$ cat src/xte_pkg.sv
// Shared types and constants for the XML text escape encoder.
// Used by xte_expand, xte_serializer and xml_text_escape_encoder; no dependencies.
package xte_pkg;

  localparam int BYTE_W  = 8;
  // Longest expansion: held "&#" released as "&amp;#" plus "&#xHH;".
  localparam int MAX_OUT = 12;
  localparam int LEN_W   = $clog2(MAX_OUT + 1);

  typedef logic [BYTE_W-1:0] byte_t;

  // Lookahead state between input bytes.
  typedef enum logic [1:0] {
    MODE_NORMAL,       // nothing held
    MODE_HELD_AMP,     // '&' held
    MODE_HELD_AMPHASH, // "&#" held
    MODE_RAW           // copying an existing reference up to its ';'
  } mode_t;

  // Output bytes caused by one input byte; bytes[0] goes out first.
  typedef struct packed {
    logic [MAX_OUT-1:0][BYTE_W-1:0] bytes;
    logic [LEN_W-1:0]               len;
    logic                           last;
  } seq_t;

endpackage

$ cat src/xte_expand.sv
// Combinational expansion of one input byte into its escaped output bytes.
// Depends on xte_pkg (mode_t, seq_t).
module xte_expand import xte_pkg::*; (
  input  mode_t mode,
  input  byte_t char_in,
  input  logic  last_in,
  output seq_t  seq,
  output mode_t mode_nxt
);

  typedef struct packed {
    logic [5:0][BYTE_W-1:0] txt;
    logic [2:0]             len;
  } esc_t;

  typedef enum logic [1:0] {PRE_NONE, PRE_AMP, PRE_AMPHASH} pre_sel_t;

  function automatic byte_t hex_digit(input logic [3:0] nib);
    byte_t d;
    if (nib < 4'd10) begin
      d = 8'h30 + {4'd0, nib};
    end else begin
      d = 8'h37 + {4'd0, nib};  // 'A' - 10
    end
    return d;
  endfunction

  function automatic esc_t escape_byte(input byte_t b);
    esc_t e;
    e.txt = '0;
    e.len = 3'd1;
    e.txt[0] = b;
    if (b == "&") begin
      e.txt = {8'h00, ";", "p", "m", "a", "&"};
      e.len = 3'd5;
    end else if (b == "<") begin
      e.txt = {8'h00, 8'h00, ";", "t", "l", "&"};
      e.len = 3'd4;
    end else if (b == ">") begin
      e.txt = {8'h00, 8'h00, ";", "t", "g", "&"};
      e.len = 3'd4;
    end else if (b == 8'h22) begin
      e.txt = {";", "t", "o", "u", "q", "&"};
      e.len = 3'd6;
    end else if (b == 8'h27) begin
      e.txt = {";", "s", "o", "p", "a", "&"};
      e.len = 3'd6;
    end else if (b < 8'd32) begin
      e.txt = {";", hex_digit(b[3:0]), hex_digit(b[7:4]), "x", "#", "&"};
      e.len = 3'd6;
    end
    return e;
  endfunction

  esc_t                   esc;
  logic                   hold_amp;
  pre_sel_t               pre_sel;
  logic [5:0][BYTE_W-1:0] body;
  logic [2:0]             body_len;
  logic [LEN_W-1:0]       pre_len;

  always_comb begin
    esc      = escape_byte(char_in);
    hold_amp = (char_in == "&") && !last_in;

    // Default: plain handling of the current byte
    pre_sel  = PRE_NONE;
    body     = esc.txt;
    body_len = hold_amp ? 3'd0 : esc.len;
    mode_nxt = hold_amp ? MODE_HELD_AMP : MODE_NORMAL;

    unique case (mode)
      MODE_NORMAL: begin
      end
      MODE_HELD_AMP: begin
        if ((char_in == "#") && !last_in) begin
          body_len = 3'd0;
          mode_nxt = MODE_HELD_AMPHASH;
        end else begin
          pre_sel = PRE_AMP;
        end
      end
      MODE_HELD_AMPHASH: begin
        if (char_in == "x") begin
          body     = {8'h00, 8'h00, 8'h00, "x", "#", "&"};
          body_len = 3'd3;
          mode_nxt = last_in ? MODE_NORMAL : MODE_RAW;
        end else begin
          pre_sel = PRE_AMPHASH;
        end
      end
      MODE_RAW: begin
        if (!((char_in == ";") || last_in)) begin
          body     = '0;
          body[0]  = char_in;
          body_len = 3'd1;
          mode_nxt = MODE_RAW;
        end
      end
    endcase

    // Released prefix first, then the body
    seq.bytes = '0;
    unique case (pre_sel)
      PRE_AMP: begin
        seq.bytes[4:0] = {";", "p", "m", "a", "&"};
        for (int i = 0; i < 6; i++) begin
          seq.bytes[i+5] = body[i];
        end
        pre_len = LEN_W'(5);
      end
      PRE_AMPHASH: begin
        seq.bytes[5:0] = {"#", ";", "p", "m", "a", "&"};
        for (int i = 0; i < 6; i++) begin
          seq.bytes[i+6] = body[i];
        end
        pre_len = LEN_W'(6);
      end
      default: begin
        seq.bytes[5:0] = body;
        pre_len = '0;
      end
    endcase
    seq.len  = pre_len + LEN_W'(body_len);
    seq.last = last_in;
  end

endmodule

$ cat src/xte_serializer.sv
// Result register: holds one expanded sequence and sends it a byte per transfer.
// Depends on xte_pkg (seq_t).
module xte_serializer import xte_pkg::*; (
  input  logic  clk,
  input  logic  rst_n,
  input  logic  load,
  input  seq_t  seq,
  output logic  free,
  output logic  out_tvalid,
  input  logic  out_tready,
  output byte_t out_tdata,
  output logic  out_tuser,
  output logic  out_tlast
);

  logic [MAX_OUT-1:0][BYTE_W-1:0] buf_r, buf_nxt;
  logic [LEN_W-1:0]               rem_r, rem_nxt;
  logic                           last_r, last_nxt;
  logic                           xfer;

  assign out_tvalid = (rem_r != '0);
  assign xfer       = out_tvalid && out_tready;
  assign out_tdata  = buf_r[0];
  assign out_tuser  = (rem_r == LEN_W'(1));
  assign out_tlast  = out_tuser && last_r;
  // Empty now, or the final byte leaves this cycle
  assign free       = !out_tvalid || (out_tuser && out_tready);

  always_comb begin
    buf_nxt  = buf_r;
    rem_nxt  = rem_r;
    last_nxt = last_r;
    if (load) begin
      buf_nxt  = seq.bytes;
      rem_nxt  = seq.len;
      last_nxt = seq.last;
    end else if (xfer) begin
      buf_nxt  = {{BYTE_W{1'b0}}, buf_r[MAX_OUT-1:1]};
      rem_nxt  = rem_r - LEN_W'(1);
    end
  end

  always_ff @(posedge clk) begin
    if (!rst_n) begin
      rem_r <= '0;
    end else begin
      rem_r <= rem_nxt;
    end
    buf_r  <= buf_nxt;
    last_r <= last_nxt;
  end

endmodule

$ cat src/xml_text_escape_encoder.sv
// Top level of the XML text escape encoder: input register, lookahead mode
// register, expansion logic and result serializer. Depends on xte_pkg.
//
// Usage:
//   in_*  : one raw text byte per transfer (in_tdata), in_tlast on the final
//           byte of the string.
//   out_* : escaped text, one byte per transfer (out_tdata). out_tuser marks
//           the last byte caused by one input byte, out_tlast the final
//           byte of the whole string.
//   & < > " ' become entities, bytes below 0x20 become &#xHH;, an existing
//   "&#x" reference is copied raw up to its ';'. An '&' or "&#" is held
//   (no output) until the next byte decides; the final byte is never held.
// Path: an accepted byte goes through the input register, then the result
//   register, from which its output bytes are sent.
// Throughput: 1 byte per cycle while out_tready is high and each input yields
//   at most one output byte; an N-byte input (up to 12) occupies the result
//   register until all N are sent, the input register holding the next byte.
// Reset: rst_n low clears the held mode to normal and empties both stages.
// Stall: with out_tready low the result register and the input register
//   hold; in_tready drops once the input register is occupied.
module xml_text_escape_encoder import xte_pkg::*; (
  input  logic  clk,
  input  logic  rst_n,
  input  logic  in_tvalid,
  output logic  in_tready,
  input  byte_t in_tdata,    // [7:0] char_in
  input  logic  in_tlast,    // last_in
  output logic  out_tvalid,
  input  logic  out_tready,
  output byte_t out_tdata,   // [7:0] char_out
  output logic  out_tuser,   // [0] run_end
  output logic  out_tlast    // text_end
);

  logic  in_valid_r, in_valid_nxt;
  byte_t in_char_r;
  logic  in_last_r;
  mode_t mode_r, mode_nxt;
  seq_t  seq;
  logic  free;
  logic  load;
  logic  in_xfer;

  // Expansion of the registered byte against the current mode
  xte_expand u_expand (
    .mode     (mode_r),
    .char_in  (in_char_r),
    .last_in  (in_last_r),
    .seq      (seq),
    .mode_nxt (mode_nxt)
  );

  // Move the registered byte into the result register when it frees up
  assign load      = in_valid_r && free;
  assign in_tready = !in_valid_r || load;
  assign in_xfer   = in_tvalid && in_tready;

  always_comb begin
    in_valid_nxt = in_valid_r;
    if (in_xfer) begin
      in_valid_nxt = 1'b1;
    end else if (load) begin
      in_valid_nxt = 1'b0;
    end
  end

  always_ff @(posedge clk) begin
    if (!rst_n) begin
      in_valid_r <= 1'b0;
      mode_r     <= MODE_NORMAL;
    end else begin
      in_valid_r <= in_valid_nxt;
      if (load) begin
        mode_r <= mode_nxt;
      end
    end
    if (in_xfer) begin
      in_char_r <= in_tdata;
      in_last_r <= in_tlast;
    end
  end

  xte_serializer u_serializer (
    .clk        (clk),
    .rst_n      (rst_n),
    .load       (load),
    .seq        (seq),
    .free       (free),
    .out_tvalid (out_tvalid),
    .out_tready (out_tready),
    .out_tdata  (out_tdata),
    .out_tuser  (out_tuser),
    .out_tlast  (out_tlast)
  );

  // A string's final byte always produces output and clears the lookahead
  a_last_has_output: assert property (@(posedge clk) disable iff (!rst_n)
    load && in_last_r |-> seq.len != '0)
    else $error("final byte expanded to nothing");

  a_last_clears_mode: assert property (@(posedge clk) disable iff (!rst_n)
    load && in_last_r |=> mode_r == MODE_NORMAL)
    else $error("lookahead mode left set after end of string");

  // A byte waiting in the input register is not dropped or altered
  a_held_input_kept: assert property (@(posedge clk) disable iff (!rst_n)
    in_valid_r && !free |=> in_valid_r && $stable(in_char_r) && $stable(in_last_r))
    else $error("pending input byte lost");

  a_tlast_on_run_end: assert property (@(posedge clk) disable iff (!rst_n)
    out_tvalid && out_tlast |-> out_tuser)
    else $error("end of string not on last byte of a run");

  a_len_bound: assert property (@(posedge clk) disable iff (!rst_n)
    load |-> seq.len <= LEN_W'(MAX_OUT))
    else $error("expansion longer than result register");

endmodule

$ cat config.mk
export PLATFORM = sky130hd
export DESIGN_NAME = xml_text_escape_encoder
export DESIGN_NICKNAME = d
export VERILOG_FILES = /design/src/xte_pkg.sv /design/src/xte_expand.sv /design/src/xte_serializer.sv /design/src/xml_text_escape_encoder.sv
export SDC_FILE = /design/constraint.sdc
export NUM_CORES = 1
export LEC_CHECK = 0
export BUFFER_PORTS_ARGS = -buffer_cell sky130_fd_sc_hd__buf_2
export CAP_MARGIN = 20
export CORE_MARGIN = 2
export CORE_UTILIZATION = 65
export CTS_CLUSTER_SIZE = 20
export DETAILED_ROUTE_END_ITERATION = 10
export GPL_TIMING_DRIVEN = 0
export PLACE_DENSITY = 0.83
export SLEW_MARGIN = 30
export SYNTH_ARGS = -nofsm -noshare
export SYNTH_HDL_FRONTEND = slang
export SYNTH_HIERARCHICAL = 1
export SYNTH_SLANG_ARGS = --single-unit
export TNS_END_PERCENT = 10
$ cat constraint.sdc
create_clock -name clk -period 15.38 [get_ports clk]
set_clock_uncertainty 0.15 [all_clocks]
set_input_delay 4.614 -clock clk [delete_from_list [all_inputs] [get_ports clk]]
set_output_delay 4.614 -clock clk [all_outputs]
set_load 0.01 [all_outputs]
**Word-level counts from Yosys, hierarchy flattened**

Cells that the tools add are included.

- Flip-flop bits (word level): 113
- Word-level logic and storage cells: 92

- $add $sub $neg: 6
- Order comparisons: 3
- Equality and inequality tests: 14
- Muxes and demuxes: 35
- Reductions and logical operators: 16

Operators by type and width:

| cell | count |
|---|---|
| 51-bit two-way mux | 5 |
| 96-bit two-way mux | 2 |
| 48-bit one-hot mux with 2 select lines | 2 |
| 48-bit two-way mux | 2 |
| 40-bit one-hot mux with 2 select lines | 1 |
| 8-bit by 6-bit equality test with 1-bit output (second input constant) | 7 |
| 49-bit two-way mux | 1 |
| 6-bit by 4-bit adder with 7-bit output (first input constant) | 4 |
| 8-bit two-way mux | 3 |
| 3-bit two-way mux | 4 |
| 2-bit two-way mux | 5 |
| 3-bit one-hot mux with 3 select lines | 1 |
| 8-bit by 7-bit equality test with 1-bit output (second input constant) | 1 |
| 4-bit less-than comparator (second input constant) | 2 |
| 8-bit by 6-bit less-than comparator with 1-bit output (second input constant) | 1 |
| 4-bit two-way mux | 2 |
| 1-bit logical AND | 7 |
| 2-bit equality test (second input constant) | 3 |
| 2-bit one-hot mux with 3 select lines | 1 |
| 3-bit one-hot mux with 2 select lines | 1 |
| 3-bit by 3-bit adder with 4-bit output | 1 |
| 2-bit by 1-bit equality test with 1-bit output (second input constant) | 2 |
| 4-bit by 1-bit equality test with 1-bit output (second input constant) | 1 |
| 1-bit two-way mux | 4 |
| 6 further kinds | 11 |

**Longest topological paths before layout**

Gate-level depths: netlist of the first run.

- Word-level depth: 13
- Mapped depth: 14
- Gate-level depth less buffers: 12

**Cells and area by module**

Netlist of the first run, hierarchy kept.

Modules (own cells, without submodules):

| module | instances | cells an instance | area an instance (sq um) | seq. area each (sq um) |
|---|---|---|---|---|
| xte_serializer | 1 | 251 | 4361.7 | 2992.9 |
| xte_expand | 1 | 278 | 1785.5 | 0.0 |
| xml_text_escape_encoder | 1 | 23 | 407.9 | 330.3 |

**Worst setup path before layout of the first run**

No wires, ideal clock.

- Path kind: input to output
- Start point: input out_tready
- End point: output in_tready
- Arrival: 5078 ps
- Required time: 10616 ps
- Path slack: 5538 ps
- Stages: 4
- Path buffers: 1
- Cells stage by stage: buf_2 nand2_1 nand2_1 nand2b_4

- Word-level cells in the longest chain between the ends: 4

Ends and longest elaborated chain:

| element | line | text |
|---|---|---|
| start, declared | xml_text_escape_encoder.sv:29 | `input logic out_tready,` |
| 1-bit logical AND | xte_serializer.sv:27 | `assign free = !out_tvalid \|\| (out_tuser && out_tready);` |
| 1-bit logical OR | xte_serializer.sv:27 |  |
| net free | xml_text_escape_encoder.sv:40 | `logic free;` |
| 1-bit logical AND | xml_text_escape_encoder.sv:54 | `assign load = in_valid_r && free;` |
| 1-bit logical OR | xml_text_escape_encoder.sv:55 | `assign in_tready = !in_valid_r \|\| load;` |
| end, declared | xml_text_escape_encoder.sv:25 | `output logic in_tready,` |

The timed path passes the listed nets, and every way through them passes these cells.

**Worst setup path after layout of the first run**

Ends and elaborated chain as after synthesis.

==> results of run 1 <==
==> layout by cell type (no fill, tap or decap), types with 8 or more instances in the layout <==
master     synthesis  routed
buf_2             13      36
conb_1             1      12
buf_4             28      28
nor2_1            31      31
clkbuf_16          0      16
o22ai_1           12      12
nor3_1            11      11
mux2_2            89      89
nand3_1           12      12
a21oi_1           16      16
ha_1              19      19
nand2_1           38      37
clkbuf_1          14      15
edfxtp_1         106     106
nand4_1            8       8
and2_1            16      16
inv_1             15      15
o21ai_0           29      29
==> per-stage QoR <==
stage	cells	hold slack (ps)	worst slack [ps]	util, %	total power [W]
2_1_floorplan	563	322	5540	-	0.000946
3_5_place_dp	721	360	5370	70.9	0.00106
6_report	753	365	5360	76.9	0.00145
4_1_cts	753	369	5370	76.9	0.00145
5_1_grt	753	387	5280	76.9	0.00152
3_3_place_gp	719	335	5390	70.4	0.00104
==> final cells by class <==
cell class | count | area (µm²)
multi-input combinational | 375 | 2870
tap | 133 | 166
buffer | 59 | 350
sequential | 113 | 3320
clock inverter | 14 | 164
inverter | 16 | 60.1
fill | 653 | 2260
clock buffer | 18 | 418
timing repair buffer | 25 | 163
==> power by group <==
part / total, W / switching (W) / internal, W
sequential: 0.000616 / 0.0000464 / 0.000570
clock: 0.000385 / 0.000140 / 0.000245
combinational: 0.000452 / 0.000237 / 0.000215
==> path summary, 6_finish.rpt <==
check / from / to / cells after the start / slack [ps]
setup / recovery: out_tready / in_tready / 5 / 5360
hold / removal: mode_r[1] / mode_r[1] / 2 / 370
setup reg to reg: in_char_r[4] / u_serializer/buf_r[83] / 12 / 10150
hold reg to reg: mode_r[1] / mode_r[1] / 2 / 370
==> logic make-up (layout without fill, tap and decap cells) <==
group | Yosys count | after routing | synth area share (%)
AOI/OAI and AO/OA | 103 | 103 | 11.1
buffers and inverters | 75 | 132 | 6.26
other | 1 | 12 | 0.0572
muxes | 90 | 90 | 15.4
DFF | 113 | 113 | 50.7
and+or+nand+nor | 148 | 148 | 12.3
xor gates and xnor gates | 2 | 2 | 0.267
adders and majority gates | 20 | 20 | 3.93
==> metal layers <==
layer	track usage (%)	wire length (µm)	vias to the layer above
li1	-	-	2149
met5	0	0	-
met1	41.1	6600	2377
met4	12.5	398	0
met3	6.89	1300	35
met2	50.9	7950	227
==> state kept, by name, summed over array words and instances, names as in the netlist <==
name,count
in_valid_r,1
u_serializer/out_tdata,8
in_char_r,8
in_last_r,1
u_serializer/buf_r,88
u_serializer/rem_r,4
mode_r,2
u_serializer/last_r,1
==> worst min-delay path: cells and delay by family, from the launching register on <==
kind	cells	cell delay, ps
AO/OA/AOI/OAI	1	50
AND/OR/NAND/NOR	1	80
flip-flops	1	340
==> results.ini, run 1 <==
[sta]
hold_viol=0
max_slew_margin_pct=41.6
max_freq_ghz=0.0998
setup_viol=0
slew_viol_final=0
setup_tns_ps=0
rsz0062_at_grt=false
tightest_slew_ps=865
fin_crit_sh_pct=65.1
finalCriticalPeriod_ps=10020

[logic_synthesis]
yosys.area.top_type=edfxtp_1
ys_types=69
postSynthCellCount=552
syn_area_per_cell_um2=11.9
yosysMostFrequentCell=edfxtp_1
ys_dominant_reg_cell=edfxtp_1
synth_top_cell_area_share_pct=48.6
ys_async_sr_fraction_pct=0
ys_top_cells_by_area=edfxtp_1 49%, mux2_2 15%, ha_1 3.6%
yosysWarnings=6
ys_seq_elements=113
synth_area_um2=6560
synth-edff-count=106
yosys-top-cells-count=106 x edfxtp_1, 89 x mux2_2, 38 x nand2_1
ys_seq_area_share_pct=50.7

[setup_path]
slowest_delay_ps=170
cp_cell_sequence=buf_2, nand2_1, nand2_1, nand2b_4, buf_2
cp.required_ps=10620
end_kind=primary output
cp-start-kind=primary input
cp_max_fo=9
crit_type=in -> out
arrival_ps=5260
crit_family=simple AND/OR/NAND/NOR gates
cp_num_buf_inv=2
crit_slowest_cell=buf_2

[clock_network]
cts.repair.resized=0
cts_tree=built
cts_buffer_depth=2
cts_hold_buffers=0
cts_root_buf=clkbuf_8
clock_latency_ps=520
path_clk_slew_ps=60
cts-htree-levels=4
cts_buffers=17
clock-sinks=113
post_cts_buffers=0

[pwr]
cellPowerDensity_nw_per_um2=193
peakVddDrop_v=0.000173
p_leak_nw=2.88

[global_route]
grt_overflow=0
grt_use_total_pct=31.4
grt_antenna_before_repair=0
grt_max_degree=52
grt_pass1_vias=4662
grt_pass1_wl_mm=25.6

[detailed_routing]
drtIter0Drc=487
num_vias=4788
wl_mm=16.2
wl_per_cell_um=21.6
ant_nets=0
drc=0
viasPerCell=6.36
first_pass_iters=6

[layout]
final_area_um2=7510
diodes=0
num-nets-final=640
area_growth_pct=14.6
drive_above_1_share_pct=33.1

[placement]
routabilityCongestion=0.947
portBuffers=23
hpwl_mm=11.3
place_area_um2=6930

[floorplanning]
rows=36
initial_core_util_pct=67.1
dieArea_um2=10900
die_x_um=104
core_region_area_um2=9770
die_h_um=104
io_pins=25

[status]
status=completed

[worst_hold_path]
hold_class=reg -> reg

[job]
max_cap_violations=0

Power figures use the tool's default switching activity.
==> run 2, diff against run 1 <==
CORE_UTILIZATION = 63   (was 65)
PLACE_DENSITY = 0.81   (was 0.83)
clock period = 10.4 ns   (was 15.38 ns; I/O delays follow)
==> results.ini, run 2 (same netlist as run 1, synthesis figures left out) <==
[status]
status=completed

[setup_path]
slowest_delay_ps=170  ; about the same
reg2reg_from=in_char_r[4]
r2r_cells=12  ; unchanged
end_kind=primary output
r2r_slack_ps=5180  ; -4970 ps
r2r-end=u_serializer/buf_r[40]
crit_family=simple AND/OR/NAND/NOR gates
cp-start-kind=primary input
cp_num_buf_inv=2  ; unchanged
cp.required_ps=7130  ; -3490 ps
cp_max_fo=9  ; unchanged
cp_cell_sequence=buf_2, nand2_1, nand2_1, nand2b_4, buf_2
crit_type=in -> out
crit_slowest_cell=buf_2
arrival_ps=3770  ; -1490 ps

[detailed_routing]
first_pass_iters=7  ; +1
wl_mm=16.6  ; +2.2%
num_vias=4772  ; -0.33%
wl_per_cell_um=21.9  ; +1.7%
drc=0  ; unchanged
drtIter0Drc=462  ; -5.1%
ant_nets=0  ; unchanged
viasPerCell=6.31  ; -0.73%

[pwr]
cellPowerDensity_nw_per_um2=289  ; +49%
peakVddDrop_v=0.000281  ; +62%
p_leak_nw=2.89  ; +0.50%
power_w=0.00217  ; +49%

[sta]
setup_tns_ps=0  ; unchanged
finalCriticalPeriod_ps=7040
max_slew_margin_pct=44.2  ; +2.6 points
rsz0062_at_grt=false
hold_viol=0  ; unchanged
fin_crit_sh_pct=67.7
max_freq_ghz=0.142
tightest_slew_ps=826  ; -38.8 ps
slew_viol_final=0  ; unchanged
fin_hold_ws_ps=355  ; -10.3 ps
setup_viol=0  ; unchanged

[placement]
portBuffers=23  ; unchanged
dp_cells=724  ; +0.42%
place_area_um2=6930  ; about the same
hpwl_mm=11.7  ; +3.5%
routabilityCongestion=0.957  ; +1.1%

[floorplanning]
die_h_um=106  ; +1.5%
core_region_area_um2=10200  ; +4.7%
dieArea_um2=11200  ; +3.1%
die_x_um=106  ; +1.5%
rows=37  ; +2.8%
io_pins=25  ; unchanged
initial_core_util_pct=64.1  ; -3.0 points

[clock_network]
clock-sinks=113  ; unchanged
clock_latency_ps=530  ; about the same
cts-htree-levels=4  ; unchanged
cts_buffers=17  ; unchanged
cts_buffer_depth=2  ; unchanged
cts.repair.resized=0  ; unchanged
cts_tree=built
path_clk_slew_ps=60  ; about the same
post_cts_buffers=0  ; unchanged
cts_root_buf=clkbuf_8
cts_hold_buffers=0  ; unchanged

[worst_hold_path]
hold_class=reg -> reg
min_path_cells=2  ; unchanged
min_from=mode_r[1]
min_to=mode_r[1]

[global_route]
grt_max_degree=38  ; -27%
grt_pass1_vias=4759  ; +2.1%
grt_antenna_before_repair=0  ; unchanged
met3_usage_pct=8.40  ; +1.5 points
grt_use_total_pct=31.4  ; about the same
grt_use_met1_pct=39.5  ; -1.6 points
grt_pass1_wl_mm=25.9  ; +0.94%
grt_overflow=0  ; unchanged
use_met2_pct=50.1  ; -0.79 points
grt.busiest_layer=met2

[layout]
num-nets-final=640  ; unchanged
drive_above_1_share_pct=32.9  ; -0.16 points
final_area_um2=7520  ; about the same
fin_cells=756  ; +0.40%
largest_register_ffs=88  ; unchanged
layout_common_cells=106 x edfxtp_1, 89 x mux2_2, 37 x nand2_1, 36 x buf_2, 31 x nor2_1
regMostFlops=u_serializer/buf_r
area_growth_pct=14.7  ; about the same
diodes=0  ; unchanged
final_common_cell=edfxtp_1

[job]
max_cap_violations=0  ; unchanged

-- run 2: area by class of cell --
type,count,area [µm²]
clock inverters,12,165
repair buffers,25,155
multi-input cells,375,2870
clock buffers,20,425
inverters,16,60.1
well taps,136,170
plain buffers,59,350
fillers,702,2710
flip-flops and latches,113,3320
-- run 2: where the power goes --
| part | internal, W | switching [W] | total [W] |
|---|---|---|---|
| clock | 0.000386 | 0.000205 | 0.000591 |
| combinational | 0.000314 | 0.000357 | 0.000671 |
| sequential | 0.000842 | 0.0000665 | 0.000909 |
| total | 0.00154 | 0.000629 | 0.00217 |
-- run 2: worst min-delay path, stage by stage (launching register included) --
cell	delay, ps
dfxtp_1	330
nand2_1	80
o21ai_2	50
-- run 2: how the worst max path moves through the flow --
| stage | from | end | slack [ps] | cells after the start |
|---|---|---|---|---|
| CTS | out_tready | in_tready | 3360 | 5 |
| detailed placement | out_tready | in_tready | 3360 | 5 |
| finish | out_tready | in_tready | 3360 | 5 |
| global route | out_tready | in_tready | 3310 | 5 |
| global placement | out_tready | u_serializer/out_tdata[2] | 2600 | 7 |
| floorplan | out_tready | in_tready | 3550 | 4 |
-- run 2: metal layers --
metal / wire, µm / vias to the layer above
met4: 701 / 0
met5: 0 / -
li1: - / 2163
met3: 1210 / 52
met2: 7910 / 226
met1: 6780 / 2331
-- run 2: per-stage QoR --
step / utilization [%] / setup slack [ps]
after floorplan: - / 3550
after global routing: 73.5 / 3310
after detailed placement: 67.7 / 3360
after CTS: 73.5 / 3360
final: 73.5 / 3360
after global placement: 67.3 / 2600
==> run 3, diff against run 2 <==
ABC_AREA = 1   (was default)
CORE_UTILIZATION = 57   (was 63)
PLACE_DENSITY = 0.77   (was 0.81)
clock period = 5.7 ns   (was 10.4 ns; I/O delays follow)
==> results.ini, run 3 <==
[status]
status=completed

[logic_synthesis]
synth_top_cell_area_share_pct=46.4  ; -2.2 points
ys_seq_elements=113  ; unchanged
synthXorXnorAreaFrac_pct=0.128  ; -0.14 points
ys_async_sr_fraction_pct=0  ; unchanged
ys_seq_area_share_pct=48.4  ; -2.3 points
synth_top_family_by_area=simple AND/OR/NAND/NOR gates
synth_fa_ha_area_share_pct=3.76  ; -0.18 points
ys_dominant_reg_cell=edfxtp_1
postSynthCellCount=853  ; +55%
syn_area_per_cell_um2=8.05  ; -32%
synthSimpleGateAreaFrac_pct=33.7  ; +21 points
synthMuxAreaShare_pct=0  ; -15 points
synth_compound_area_share_pct=4.39  ; -6.7 points
ys_types=39  ; -43%
yosysMostFrequentCell=nand2_1
yosysWarnings=6  ; unchanged
ys_top_cells_by_area=edfxtp_1 46%, nand2_1 22%, buf_4 3.6%
yosys-top-cells-count=394 x nand2_1, 106 x edfxtp_1, 56 x inv_1
synth-edff-count=106  ; unchanged
synth_area_um2=6860  ; +4.7%
yosys.area.top_type=edfxtp_1

[detailed_routing]
drc=0  ; unchanged
wl_mm=17.1  ; +2.9%
drtIter0Drc=593  ; +28%
first_pass_iters=6  ; -1
num_vias=5632  ; +18%
ant_nets=0  ; unchanged
wl_per_cell_um=16.0  ; -27%
viasPerCell=5.28  ; -16%

[global_route]
grt.busiest_layer=met2
met3_usage_pct=5.90  ; -2.5 points
grt_overflow=0  ; unchanged
grt_pass1_wl_mm=27.2  ; +5.1%
grt_max_degree=100  ; +160%
grt_use_total_pct=28.1  ; -3.3 points
grt_antenna_before_repair=0  ; unchanged
grt_use_met1_pct=37.9  ; -1.6 points
use_met2_pct=45.1  ; -5.0 points
grt_pass1_vias=5295  ; +11%

[layout]
num-nets-final=940  ; +47%
largest_register_ffs=88  ; unchanged
multiInputGateArea_um2=2940  ; +2.4%
regMostFlops=u_serializer/buf_r
area_growth_pct=14.6
drive_above_1_share_pct=17.3  ; -16 points
diodes=0  ; unchanged
layout_common_cells=394 x nand2_1, 106 x edfxtp_1, 56 x inv_1, 45 x nor2_1, 44 x buf_2
ff_latch_area_um2=3320  ; unchanged
nFillCells=999  ; +42%
final_common_cell=nand2_1

[setup_path]
cp_num_buf_inv=4  ; +2
cp_cell_sequence=buf_2, inv_1, o21ai_0, inv_1, nand2_1, buf_2
crit_family=buffers and inverters
cp_max_fo=2  ; -7
end_kind=primary output
arrival_ps=2560  ; -1210 ps
cp-start-kind=primary input
crit_slowest_cell=o21ai_0
cp.required_ps=3840  ; -3290 ps
slowest_delay_ps=360  ; +190 ps
crit_type=in -> out

[floorplanning]
die_h_um=114  ; +7.3%
rows=40  ; +8.1%
die_x_um=114  ; +7.3%
dieArea_um2=12900  ; +15%
core_region_area_um2=11900  ; +16%
initial_core_util_pct=57.9  ; -6.2 points
io_pins=25  ; unchanged

[placement]
routabilityCongestion=1.04  ; +9.1%
hpwl_mm=12.4  ; +5.4%
portBuffers=24  ; +4.3%

[job]
max_cap_violations=0  ; unchanged

[clock_network]
cts_root_buf=clkbuf_16
cts_buffer_depth=2  ; unchanged
cts_buffers=17  ; unchanged
cts.repair.resized=0  ; unchanged
clock-sinks=113  ; unchanged
cts_tree=built
cts_hold_buffers=0  ; unchanged
post_cts_buffers=0  ; unchanged
cts-htree-levels=4  ; unchanged
clock_latency_ps=430  ; -100 ps
path_clk_slew_ps=50  ; about the same

[sta]
max_freq_ghz=0.226
max_slew_margin_pct=41.8  ; -2.4 points
finalCriticalPeriod_ps=4420
hold_viol=0  ; unchanged
setup_viol=0  ; unchanged
slew_viol_final=0  ; unchanged
fin_crit_sh_pct=77.5
tightest_slew_ps=873  ; +47.3 ps
setup_tns_ps=0  ; unchanged
rsz0062_at_grt=false

[pwr]
power_w=0.00411  ; +89%
peakVddDrop_v=0.000303  ; +7.9%
cellPowerDensity_nw_per_um2=523  ; +81%
p_leak_nw=3.91  ; +35%

[worst_hold_path]
hold_class=reg -> reg

## run 3: cell count changes after synthesis, moves of 8 or more
cell / before / now
nand2_2: 0 / 14
o22ai_1: 12 / 3
and2_1: 16 / 0
o21ai_0: 29 / 11
nand3_2: 0 / 10
mux2_2: 89 / 0
o21ai_1: 0 / 16
nor2_1: 31 / 45
inv_1: 15 / 56
nor3_1: 11 / 3
nand2_1: 38 / 394
nand3_1: 12 / 41
## run 3: metrics by stage
step | worst slack [ps] | hold WS, ps | cell area, µm² | util, % | instances
3_3_place_gp | 1340 | 340 | 7210 | 60.8 | 1035
5_1_grt | 1180 | 374 | 7860 | 66.3 | 1067
3_5_place_dp | 1310 | 342 | 7220 | 60.8 | 1035
6_report | 1280 | 352 | 7860 | 66.3 | 1067
2_1_floorplan | 1670 | 324 | 6900 | - | 864
4_1_cts | 1300 | 349 | 7860 | 66.3 | 1067
## run 3: cell type report
cell class	count	area share, %
Buffer	64	5.28
Clock buffer	18	5.46
Clock inverter	14	2.77
Inverter	63	3.01
Multi-Input combinational cell	624	37.4
Sequential cell	113	42.3
Tap cell	147	2.34
Timing Repair Buffer	24	1.53
## run 3: worst paths after layout
kind	startpoint	end	slack [ps]	depth (start not counted)
max	out_tready	in_tready	1280	6
min	u_serializer/rem_r[1]	u_serializer/rem_r[1]	350	2
max reg2reg	in_char_r[1]	u_serializer/buf_r[57]	1950	14
min reg2reg	u_serializer/rem_r[1]	u_serializer/rem_r[1]	350	2
## run 3: logic make-up (layout without fill, tap and decap cells)
family	after synthesis	after routing
and+or+nand+nor	540	540
adders and majority gates	20	20
AOI/OAI and AO/OA	51	51
other	1	12
xor gates and xnor gates	1	1
buffers and inverters	127	183
DFF	113	113
## run 3: worst reg2reg max path: cells and delay by family (launching register included)
family / cells / cell delay (ps)
buf+inv: 5 / 1240
simple gates: 6 / 980
fa+ha+maj: 2 / 510
flops: 1 / 470
compound gates: 1 / 290
## run 3: power breakdown
part           switching, W  internal [W]  total [W]  leakage, nW
clock network      0.000362      0.000809    0.00117        0.315
registers          0.000122       0.00151    0.00164         1.09
logic              0.000888      0.000414    0.00130         2.51
## run 3: routing by layer
layer / vias up / part of all wire, %
li1: 2821 / -
met1: 2583 / 46
met2: 193 / 47
met3: 35 / 5.4
met5: - / 0
met4: 0 / 2.0
